<file path="src/rtl/ppwmf_pkg.sv">
`timescale 1ns / 1ps

package ppwmf_pkg;

   // Default capacities of the history store.
   localparam int unsigned DEF_MAX_WORD_LEN = 16;
   localparam int unsigned DEF_MAX_WINDOW   = 16;

   // Fixed field widths of the channels and the register port.
   localparam int unsigned CHAR_W     = 8;
   localparam int unsigned POSITION_W = 4;
   localparam int unsigned CSR_DATA_W = 5;
   localparam int unsigned CSR_IDX_W  = 1;
   localparam int unsigned RSP_DATA_W = 16;

   // Register indexes of the configuration port.
   localparam logic [CSR_IDX_W-1:0] CSR_WORD_LEN   = 1'b0;
   localparam logic [CSR_IDX_W-1:0] CSR_WINDOW_LEN = 1'b1;

   // Register reset values.
   localparam logic [CSR_DATA_W-1:0] RST_WORD_LEN   = 5'd8;
   localparam logic [CSR_DATA_W-1:0] RST_WINDOW_LEN = 5'd5;

   // Byte used to fill positions of a word that ends short.
   localparam logic [CHAR_W-1:0] PAD_BYTE = 8'h20;

   // Sequencer states.
   typedef enum logic [2:0] {
      ST_IDLE,
      ST_WRITE,
      ST_LOAD,
      ST_COUNT,
      ST_DRAIN,
      ST_EMIT,
      ST_END
   } seq_state_type;

   // Strobes from the sequencer to the mode unit.
   typedef struct packed {
      logic clear;
      logic load;
      logic count;
   } mode_ctl_type;

   // Clamp a length register into the range 1 .. maxv.
   function automatic int unsigned clamp_len(logic [CSR_DATA_W-1:0] v, int unsigned maxv);
      int unsigned r;
      r = int'(v);
      if (r < 1) begin
         r = 1;
      end else if (r > maxv) begin
         r = maxv;
      end
      return r;
   endfunction

endpackage

</file>
<file path="src/rtl/ppwmf_hist_mem.sv">
`timescale 1ns / 1ps

module ppwmf_hist_mem import ppwmf_pkg::*; #(
   parameter int unsigned DEPTH  = DEF_MAX_WORD_LEN * DEF_MAX_WINDOW,
   parameter int unsigned ADDR_W = (DEPTH > 1) ? $clog2(DEPTH) : 1
) (
   input  logic              clock,
   input  logic              wen,
   input  logic [ADDR_W-1:0] waddr,
   input  logic [CHAR_W-1:0] wdata,
   input  logic [ADDR_W-1:0] raddr,
   output logic [CHAR_W-1:0] rdata
);

   logic [CHAR_W-1:0] mem [DEPTH];
   logic [CHAR_W-1:0] rdata_ff;

   // Single write port.
   always_ff @(posedge clock) begin
      if (wen) begin
         mem[waddr] <= wdata;
      end
   end

   // Registered read port.
   always_ff @(posedge clock) begin
      rdata_ff <= mem[raddr];
   end

   assign rdata = rdata_ff;

endmodule

</file>
<file path="src/rtl/ppwmf_mode_unit.sv">
`timescale 1ns / 1ps

module ppwmf_mode_unit import ppwmf_pkg::*; #(
   parameter int unsigned MAX_WINDOW = DEF_MAX_WINDOW,
   parameter int unsigned WIN_IDX_W  = (MAX_WINDOW > 1) ? $clog2(MAX_WINDOW) : 1,
   parameter int unsigned WIN_CNT_W  = $clog2(MAX_WINDOW + 1)
) (
   input  logic                 clock,
   input  mode_ctl_type         ctl,
   input  logic [WIN_CNT_W-1:0] wn,
   input  logic [WIN_IDX_W-1:0] load_idx,
   input  logic [CHAR_W-1:0]    data,
   output logic [CHAR_W-1:0]    best
);

   logic [CHAR_W-1:0]    win_ff [MAX_WINDOW];
   logic [CHAR_W-1:0]    best_ff;
   logic [WIN_CNT_W-1:0] best_cnt_ff;
   logic [WIN_CNT_W-1:0] cnt;

   // Shared counting unit: occurrences of the candidate among the active entries.
   always_comb begin
      cnt = '0;
      for (int k = 0; k < MAX_WINDOW; k++) begin
         if ((WIN_CNT_W'(k) < wn) && (win_ff[k] == data)) begin
            cnt = cnt + WIN_CNT_W'(1);
         end
      end
   end

   // Window copy, filled one entry per transfer from the history store.
   always_ff @(posedge clock) begin
      if (ctl.load) begin
         win_ff[load_idx] <= data;
      end
   end

   // Running best; candidates arrive oldest first, so only a strictly larger
   // count replaces the held value.
   always_ff @(posedge clock) begin
      if (ctl.clear) begin
         best_ff     <= '0;
         best_cnt_ff <= '0;
      end else if (ctl.count && (cnt > best_cnt_ff)) begin
         best_ff     <= data;
         best_cnt_ff <= cnt;
      end
   end

   assign best = best_ff;

endmodule

</file>
<file path="src/rtl/per_position_window_mode_filter_core.sv">
`timescale 1ns / 1ps

// Per-position sliding-window mode filter.
// Input channel (req_): one character per transfer; tlast marks the end of a
// word, tuser marks a transfer without a character (an empty word carries
// tuser and tlast together). Result channel (rsp_): one transfer per
// character position, carrying the most frequent byte of that position's
// window, the position, and tlast on position word_len - 1.
// Configuration (csr_): index 0 is word_len, index 1 is window_len; a write
// to either clears all windows, the slot pointer and the word position.
// Each result first copies the W entries of its window out of the history
// store, W being window_len clamped to 1 .. MAX_WINDOW, one history read per
// cycle, then passes one candidate per cycle through the shared counting
// unit. An item is accepted, then each result it causes (up to word_len
// results with padding) is worked out in turn; a word's end adds an end step.
// Reset restores word_len 8 and window_len 5 and all windows to zero bytes;
// the windows need no clearing pass. The block accepts nothing while an item
// is in work. A result is held in an output register; when the receiver
// stalls, work on the next position runs on and then waits for that register.

module per_position_window_mode_filter_core import ppwmf_pkg::*; #(
   parameter int unsigned MAX_WORD_LEN = DEF_MAX_WORD_LEN,
   parameter int unsigned MAX_WINDOW   = DEF_MAX_WINDOW
) (
   input  logic                  clock,
   input  logic                  reset,
   // Input channel
   input  logic                  req_tvalid,
   output logic                  req_tready,
   input  logic [CHAR_W-1:0]     req_tdata,   // [7:0] char_in
   input  logic                  req_tlast,   // end_of_word
   input  logic                  req_tuser,   // [0] no_char
   // Result channel
   output logic                  rsp_tvalid,
   input  logic                  rsp_tready,
   output logic [RSP_DATA_W-1:0] rsp_tdata,   // [7:0] char_out, [11:8] position, rest zero
   output logic                  rsp_tlast,   // last
   // Configuration port
   input  logic                  csr_wen,
   input  logic [CSR_IDX_W-1:0]  csr_index,
   input  logic [CSR_DATA_W-1:0] csr_wdata
);

   localparam int unsigned DEPTH     = MAX_WORD_LEN * MAX_WINDOW;
   localparam int unsigned ADDR_W    = (DEPTH > 1) ? $clog2(DEPTH) : 1;
   localparam int unsigned POS_W     = (MAX_WORD_LEN > 1) ? $clog2(MAX_WORD_LEN) : 1;
   localparam int unsigned POS_CNT_W = $clog2(MAX_WORD_LEN + 1);
   localparam int unsigned WIN_IDX_W = (MAX_WINDOW > 1) ? $clog2(MAX_WINDOW) : 1;
   localparam int unsigned WIN_CNT_W = $clog2(MAX_WINDOW + 1);
   localparam logic [ADDR_W-1:0] ROW_STRIDE = ADDR_W'(MAX_WINDOW);

   seq_state_type state_ff, state_in;

   logic [CSR_DATA_W-1:0] word_len_ff;
   logic [CSR_DATA_W-1:0] window_len_ff;
   logic [WIN_IDX_W-1:0]  ring_ptr_ff;
   logic                  wrapped_ff;
   logic [POS_CNT_W-1:0]  char_pos_ff;
   logic [POS_W-1:0]      pos_ff;
   logic [CHAR_W-1:0]     byte_ff;
   logic                  eow_ff;
   logic [WIN_IDX_W-1:0]  rd_slot_ff;
   logic [WIN_IDX_W-1:0]  rd_cnt_ff;
   logic                  rd_load_ff;
   logic                  rd_count_ff;
   logic [WIN_IDX_W-1:0]  rd_idx_ff;
   logic                  rd_ok_ff;
   logic                  rsp_tvalid_ff;
   logic [CHAR_W-1:0]     char_out_ff;
   logic [POS_W-1:0]      position_ff;
   logic                  last_ff;

   logic [POS_CNT_W-1:0]  wl;
   logic [WIN_CNT_W-1:0]  wn;
   logic                  req_fire;
   logic                  has_char;
   logic                  emit_fire;
   logic [POS_CNT_W-1:0]  next_pos;
   logic                  slot_last;
   logic [WIN_IDX_W-1:0]  slot_next;
   logic                  ring_last;
   logic [WIN_IDX_W-1:0]  oldest;
   logic                  cnt_last;
   logic                  mem_wen;
   logic [ADDR_W-1:0]     row_base;
   logic [ADDR_W-1:0]     waddr;
   logic [ADDR_W-1:0]     raddr;
   logic [CHAR_W-1:0]     rdata;
   logic [CHAR_W-1:0]     rd_byte;
   logic [CHAR_W-1:0]     best;
   logic                  csr_clear;
   mode_ctl_type          mode_ctl;

   // Effective lengths after clamping.
   assign wl = POS_CNT_W'(clamp_len(word_len_ff, MAX_WORD_LEN));
   assign wn = WIN_CNT_W'(clamp_len(window_len_ff, MAX_WINDOW));

   assign req_fire  = req_tvalid && req_tready;
   assign has_char  = !req_tuser && (char_pos_ff < wl);
   assign emit_fire = (state_ff == ST_EMIT) && (!rsp_tvalid_ff || rsp_tready);
   assign next_pos  = POS_CNT_W'(pos_ff) + POS_CNT_W'(1);

   // Modular stepping of slot indexes within the active window.
   assign slot_last = (WIN_CNT_W'(rd_slot_ff) + WIN_CNT_W'(1)) == wn;
   assign slot_next = slot_last ? '0 : rd_slot_ff + WIN_IDX_W'(1);
   assign ring_last = (WIN_CNT_W'(ring_ptr_ff) + WIN_CNT_W'(1)) == wn;
   assign oldest    = ring_last ? '0 : ring_ptr_ff + WIN_IDX_W'(1);
   assign cnt_last  = (WIN_CNT_W'(rd_cnt_ff) + WIN_CNT_W'(1)) == wn;

   // History addressing: one row per position.
   assign row_base = ADDR_W'(pos_ff) * ROW_STRIDE;
   assign waddr    = row_base + ADDR_W'(ring_ptr_ff);
   assign raddr    = row_base + ADDR_W'(rd_slot_ff);

   // Slots not yet written since the last clear read as zero bytes.
   assign rd_byte = rd_ok_ff ? rdata : '0;

   assign csr_clear = csr_wen &&
                      ((csr_index == CSR_WORD_LEN) || (csr_index == CSR_WINDOW_LEN));

   // State register.
   always_ff @(posedge clock) begin
      if (reset) begin
         state_ff <= ST_IDLE;
      end else begin
         state_ff <= state_in;
      end
   end

   // Next state and control strobes.
   always_comb begin
      state_in       = state_ff;
      req_tready     = 1'b0;
      mem_wen        = 1'b0;
      mode_ctl.clear = 1'b0;
      mode_ctl.load  = rd_load_ff;
      mode_ctl.count = rd_count_ff;
      unique case (state_ff)
         ST_IDLE: begin
            req_tready = 1'b1;
            if (req_tvalid) begin
               if (has_char) begin
                  state_in = ST_WRITE;
               end else if (req_tlast) begin
                  state_in = (char_pos_ff < wl) ? ST_WRITE : ST_END;
               end
            end
         end
         ST_WRITE: begin
            mem_wen        = 1'b1;
            mode_ctl.clear = 1'b1;
            state_in       = ST_LOAD;
         end
         ST_LOAD: begin
            if (cnt_last) begin
               state_in = ST_COUNT;
            end
         end
         ST_COUNT: begin
            if (cnt_last) begin
               state_in = ST_DRAIN;
            end
         end
         ST_DRAIN: begin
            state_in = ST_EMIT;
         end
         ST_EMIT: begin
            if (emit_fire) begin
               if (eow_ff && (next_pos < wl)) begin
                  state_in = ST_WRITE;
               end else if (eow_ff) begin
                  state_in = ST_END;
               end else begin
                  state_in = ST_IDLE;
               end
            end
         end
         ST_END: begin
            state_in = ST_IDLE;
         end
         default: begin
            state_in = ST_IDLE;
         end
      endcase
   end

   // Word position, slot pointer, registers and read pipeline.
   always_ff @(posedge clock) begin
      if (reset) begin
         word_len_ff   <= RST_WORD_LEN;
         window_len_ff <= RST_WINDOW_LEN;
         ring_ptr_ff   <= '0;
         wrapped_ff    <= 1'b0;
         char_pos_ff   <= '0;
         rd_load_ff    <= 1'b0;
         rd_count_ff   <= 1'b0;
         rsp_tvalid_ff <= 1'b0;
      end else begin
         rd_load_ff  <= (state_ff == ST_LOAD);
         rd_count_ff <= (state_ff == ST_COUNT);

         // Output register: cleared on a transfer, loaded on a new result.
         if (emit_fire) begin
            rsp_tvalid_ff <= 1'b1;
            char_pos_ff   <= next_pos;
         end else if (rsp_tready) begin
            rsp_tvalid_ff <= 1'b0;
         end

         if (state_ff == ST_END) begin
            ring_ptr_ff <= oldest;
            char_pos_ff <= '0;
            if (ring_last) begin
               wrapped_ff <= 1'b1;
            end
         end

         // A write to either register restarts every window.
         if (csr_wen && (csr_index == CSR_WORD_LEN)) begin
            word_len_ff <= csr_wdata;
         end
         if (csr_wen && (csr_index == CSR_WINDOW_LEN)) begin
            window_len_ff <= csr_wdata;
         end
         if (csr_clear) begin
            ring_ptr_ff <= '0;
            wrapped_ff  <= 1'b0;
            char_pos_ff <= '0;
         end
      end
   end

   // Payload registers.
   always_ff @(posedge clock) begin
      if (req_fire) begin
         byte_ff <= has_char ? req_tdata : PAD_BYTE;
         eow_ff  <= req_tlast;
         pos_ff  <= POS_W'(char_pos_ff);
      end

      if (state_ff == ST_WRITE) begin
         rd_slot_ff <= oldest;
         rd_cnt_ff  <= '0;
      end else if ((state_ff == ST_LOAD) || (state_ff == ST_COUNT)) begin
         rd_slot_ff <= slot_next;
         rd_cnt_ff  <= cnt_last ? '0 : rd_cnt_ff + WIN_IDX_W'(1);
      end

      rd_idx_ff <= rd_cnt_ff;
      rd_ok_ff  <= wrapped_ff || (rd_slot_ff <= ring_ptr_ff);

      if (emit_fire) begin
         char_out_ff <= best;
         position_ff <= pos_ff;
         last_ff     <= (next_pos == wl);
         if (eow_ff && (next_pos < wl)) begin
            pos_ff  <= POS_W'(next_pos);
            byte_ff <= PAD_BYTE;
         end
      end
   end

   ppwmf_hist_mem #(
      .DEPTH  (DEPTH),
      .ADDR_W (ADDR_W)
   ) u_hist_mem (
      .clock (clock),
      .wen   (mem_wen),
      .waddr (waddr),
      .wdata (byte_ff),
      .raddr (raddr),
      .rdata (rdata)
   );

   ppwmf_mode_unit #(
      .MAX_WINDOW (MAX_WINDOW),
      .WIN_IDX_W  (WIN_IDX_W),
      .WIN_CNT_W  (WIN_CNT_W)
   ) u_mode_unit (
      .clock    (clock),
      .ctl      (mode_ctl),
      .wn       (wn),
      .load_idx (rd_idx_ff),
      .data     (rd_byte),
      .best     (best)
   );

   assign rsp_tvalid = rsp_tvalid_ff;
   assign rsp_tdata  = {(RSP_DATA_W - CHAR_W - POSITION_W)'(0),
                        POSITION_W'(position_ff), char_out_ff};
   assign rsp_tlast  = last_ff;

endmodule

</file>
<file path="config.mk">
export PLATFORM = sky130hd
export DESIGN_NAME = per_position_window_mode_filter_core
export DESIGN_NICKNAME = d
export VERILOG_FILES = /design/src/rtl/ppwmf_pkg.sv /design/src/rtl/ppwmf_hist_mem.sv /design/src/rtl/ppwmf_mode_unit.sv /design/src/rtl/per_position_window_mode_filter_core.sv
export SDC_FILE = /design/constraint.sdc
export NUM_CORES = 2
export LEC_CHECK = 0
export BUFFER_PORTS_ARGS = -buffer_cell sky130_fd_sc_hd__buf_2
export CAP_MARGIN = 25
export CORE_MARGIN = 4
export CORE_UTILIZATION = 35
export DETAILED_ROUTE_END_ITERATION = 8
export PLACE_DENSITY = 0.52
export SYNTH_ARGS = -nofsm -noshare
export SYNTH_HDL_FRONTEND = slang
export SYNTH_HIERARCHICAL = 1
export SYNTH_SLANG_ARGS = --single-unit
export TNS_END_PERCENT = 20
</file>
<file path="constraint.sdc">
create_clock -name clock -period 25.5 [get_ports clock]
set_input_delay 1.275 -clock clock [delete_from_list [all_inputs] [get_ports clock]]
set_output_delay 1.275 -clock clock [all_outputs]
set_load 0.005 [all_outputs]
</file>
==> impl_metrics.env <==
export IMPL_status="completed"
export IMPL_hpwlAfterDp_mm=144
export IMPL_vias=46408
export IMPL_yosysSeqAreaShare_pct=73.7
export IMPL_fin_setup_tns_ns=0
export IMPL_design_area_mm2=0.102
export IMPL_slew_headroom_pct=22.8
export IMPL_cap_violations=0
export IMPL_critPathKind="reg -> reg"
export IMPL_setup_violations=0
export IMPL_switchingPower_mw=3.51
export IMPL_drc=0
export IMPL_p_seq_share_pct=42.4
export IMPL_worst_r2r_cell_count=55
export IMPL_drive_gt1_share_pct=20.2
export IMPL_min_to="rd_idx_ff[1]$_DFF_P_"
export IMPL_wirelength_mm=234
export IMPL_slew_viol_final=0
export IMPL_leakage_nw=32.0
export IMPL_cpMaxStageDelayCell="dfxtp_1"
export IMPL_dpl_cell_count=8084
export IMPL_min_path_cells=0
export IMPL_die_h_um=518
export IMPL_fp_coreArea_mm2=0.259
export IMPL_fin_cells=8510
export IMPL_synth_most_common_cell="edfxtp_1"
export IMPL_cts_setup_buffers=0
export IMPL_rsz0062_at_grt="false"
export IMPL_yosys_warnings=6
export IMPL_antenna_found_initial=14
export IMPL_hold_buffers=0
export IMPL_final_nets=4969
export IMPL_r2r_slack_ns=13.66
export IMPL_path_max_fanout=33
export IMPL_synth_edf_count=2194
export IMPL_clk_latency_ns=0.86
export IMPL_place_congestion=0.793
export IMPL_synth_top_cell_by_area="edfxtp_1"
export IMPL_grt_overflow=0
export IMPL_htree_levels=4
export IMPL_cp_startpoint="rd_ok_ff$_DFF_P_"
export IMPL_tritoncts="yes"
export IMPL_first_global_vias=46660
export IMPL_initialDrtViolationCount=5097
export IMPL_hold_viol=0
export IMPL_grt_usage_pct=17.1
export IMPL_cp_end_kind="register"
export IMPL_synth_cell_type_count=106
export IMPL_cts_repair_resized=0
export IMPL_place_area_mm2=0.0951
export IMPL_r2r_start="rd_ok_ff$_DFF_P_"
export IMPL_fp_row_count=187
export IMPL_ys_top_cells_by_area="edfxtp_1, mux4_2, mux2i_1"
export IMPL_max_freq_mhz=84.5
export IMPL_power_mw=11.0
export IMPL_crit_required_ns=26.21
export IMPL_hp_class="reg -> reg"
export IMPL_clkSlewWorstSetupHoldPaths_ns=0.06
export IMPL_cp_data_arrival_time_ns=12.55
export IMPL_min_from="rd_cnt_ff[1]$_SDFFE_PP0P_"
export IMPL_critPathMaxStageDelay_ns=0.43
export IMPL_cpMostUsedCell="ha_1"
export IMPL_cts_sinks=2262
export IMPL_synth_cells=4798
export IMPL_synth_commonest_cells="edfxtp_1, mux4_2, nor2_1"
export IMPL_combPwrFrac_pct=28.2
export IMPL_sw_frac_of_total_pct=32.0
export IMPL_cellPowerDensity_mw_per_mm2=107
export IMPL_synth_top_area_share_pct=72.2
export IMPL_p_int_mw=7.45
export IMPL_viasPerCell=5.45
export IMPL_postSynthAreaPerCell_um2=19.0
export IMPL_path_buf_inv=7
export IMPL_numCtsBuffers=222
export IMPL_ioPinCount=40
export IMPL_drtPass1Iterations=6
export IMPL_synth_ff_type="edfxtp_1"
export IMPL_cp_start_kind="register"
export IMPL_grt_pass1_wl_mm=340
export IMPL_grt_max_degree=183
export IMPL_initial_core_util_pct=35.1
export IMPL_wl_per_cell_um=27.5
export IMPL_worst_pin_slew_ns=1.15
export IMPL_yosys_register_bits=2262
export IMPL_finalCritPeriodShare_pct=46.4
export IMPL_skew_ns=0.0395
export IMPL_r2r_end="u_mode_unit/best[3]$_SDFFE_PP0P_"
export IMPL_die_w_um=518
export IMPL_min_period_ns=11.84
export IMPL_numPortBuffers=35
export IMPL_areaGrowthSynthToFinish_pct=12.2
export IMPL_dieArea_mm2=0.269
export IMPL_clock_root_buffer="clkbuf_16"
export IMPL_postRouteAntennaNets=0
export IMPL_synth_area_mm2=0.0912
export IMPL_clkPwrFrac_pct=29.4
export IMPL_clockBufferDepth=3
export IMPL_cp_top_family="compound AO/OA/AOI/OAI gates"
export IMPL_peakVddDrop_mv=0.0779
export IMPL_async_reset_ff_share_pct=0
## kinds of logic (layout without fill, tap and decap cells)
kind of cell             Yosys count  after routing  share of synthesized area (%)
AO/OA/AOI/OAI                    553            553                           4.25
XOR/XNOR                         198            198                           2.13
adder cells (fa/ha/maj)           38             38                          0.519
buffers and inverters            331            636                           2.08
flip-flops                      2262           2262                           73.7
multiplexers                     618            618                           13.1
other                              1              6                        0.00411
AND/OR/NAND/NOR                  797            797                           4.22
## cells in the final DEF, fill, tap and decap left out, drive strengths merged, types with 53 or more instances in the layout
| cell | n |
|---|---|
| xnor2 | 105 |
| mux2i | 159 |
| xor2 | 91 |
| mux4 | 456 |
| a22oi | 141 |
| clkinv | 101 |
| edfxtp | 2194 |
| nand2 | 103 |
| dfxtp | 68 |
| nand3 | 68 |
| clkbuf | 291 |
| nor3 | 54 |
| nor2 | 367 |
| a21oi | 137 |
| inv | 53 |
| buf | 167 |
## layer usage
layer / vias to the layer above / part of all wire [%] / GRT usage (%)
met5: - / 0 / 0
met4: 0 / 2.0 / 3.91
met3: 289 / 6.4 / 2.92
met2: 1488 / 47 / 26.8
met1: 24868 / 45 / 25.0
li1: 19763 / - / -
## stage by stage
| step | setup WS (ns) | hold WS [ns] | utilization, % |
|---|---|---|---|
| 3_5_place_dp | 13.68 | 0.388 | 36.7 |
| 5_1_grt | 12.57 | 0.413 | 39.4 |
| 6_report | 13.66 | 0.402 | 39.4 |
| 4_1_cts | 13.61 | 0.405 | 39.4 |
| 2_1_floorplan | 15.06 | 0.329 | - |
| 3_3_place_gp | 13.81 | 0.389 | 36.6 |
## how the worst max path moves through the flow
stage | to | cells after the start
global route | u_mode_unit/best[2]$_SDFFE_PP0P_ | 55
detailed placement | u_mode_unit/best[3]$_SDFFE_PP0P_ | 55
CTS | u_mode_unit/best[2]$_SDFFE_PP0P_ | 55
floorplan | u_mode_unit/best[0]$_SDFFE_PP0P_ | 56
finish | u_mode_unit/best[3]$_SDFFE_PP0P_ | 55
global placement | u_mode_unit/best[1]$_SDFFE_PP0P_ | 55
## power groups by stage
| stage | logic, mW | registers, mW | clock network (mW) |
|---|---|---|---|
| after CTS | 3.14 | 4.65 | 3.30 |
| after floorplan | 1.91 | 4.90 | 0 |
| after global routing | 3.29 | 4.66 | 3.47 |
| final | 3.09 | 4.65 | 3.22 |
| after global placement | 3.11 | 4.72 | 0 |
| after detailed placement | 3.14 | 4.73 | 0 |
## state kept, by name, indices dropped and copies added (netlist names), 8 cells and up
register,flops
char_out_ff,8
u_hist_mem/rdata,8
u_mode_unit/best,8
u_hist_mem/mem,2048
u_mode_unit/win_ff,128
byte_ff,8
## layout make-up
| cell class | count | area, um^2 |
|---|---|---|
| clock buffer | 289 | 5930 |
| clock inverter | 130 | 1190 |
| fill | 23217 | 157000 |
| sequential | 2262 | 67300 |
| inverter | 48 | 183 |
| antenna | 2 | 5.00 |
| multi-input combinational | 2208 | 22200 |
| tap | 3402 | 4260 |
| timing repair buffer | 169 | 1280 |
Power figures use the tool's default switching activity.
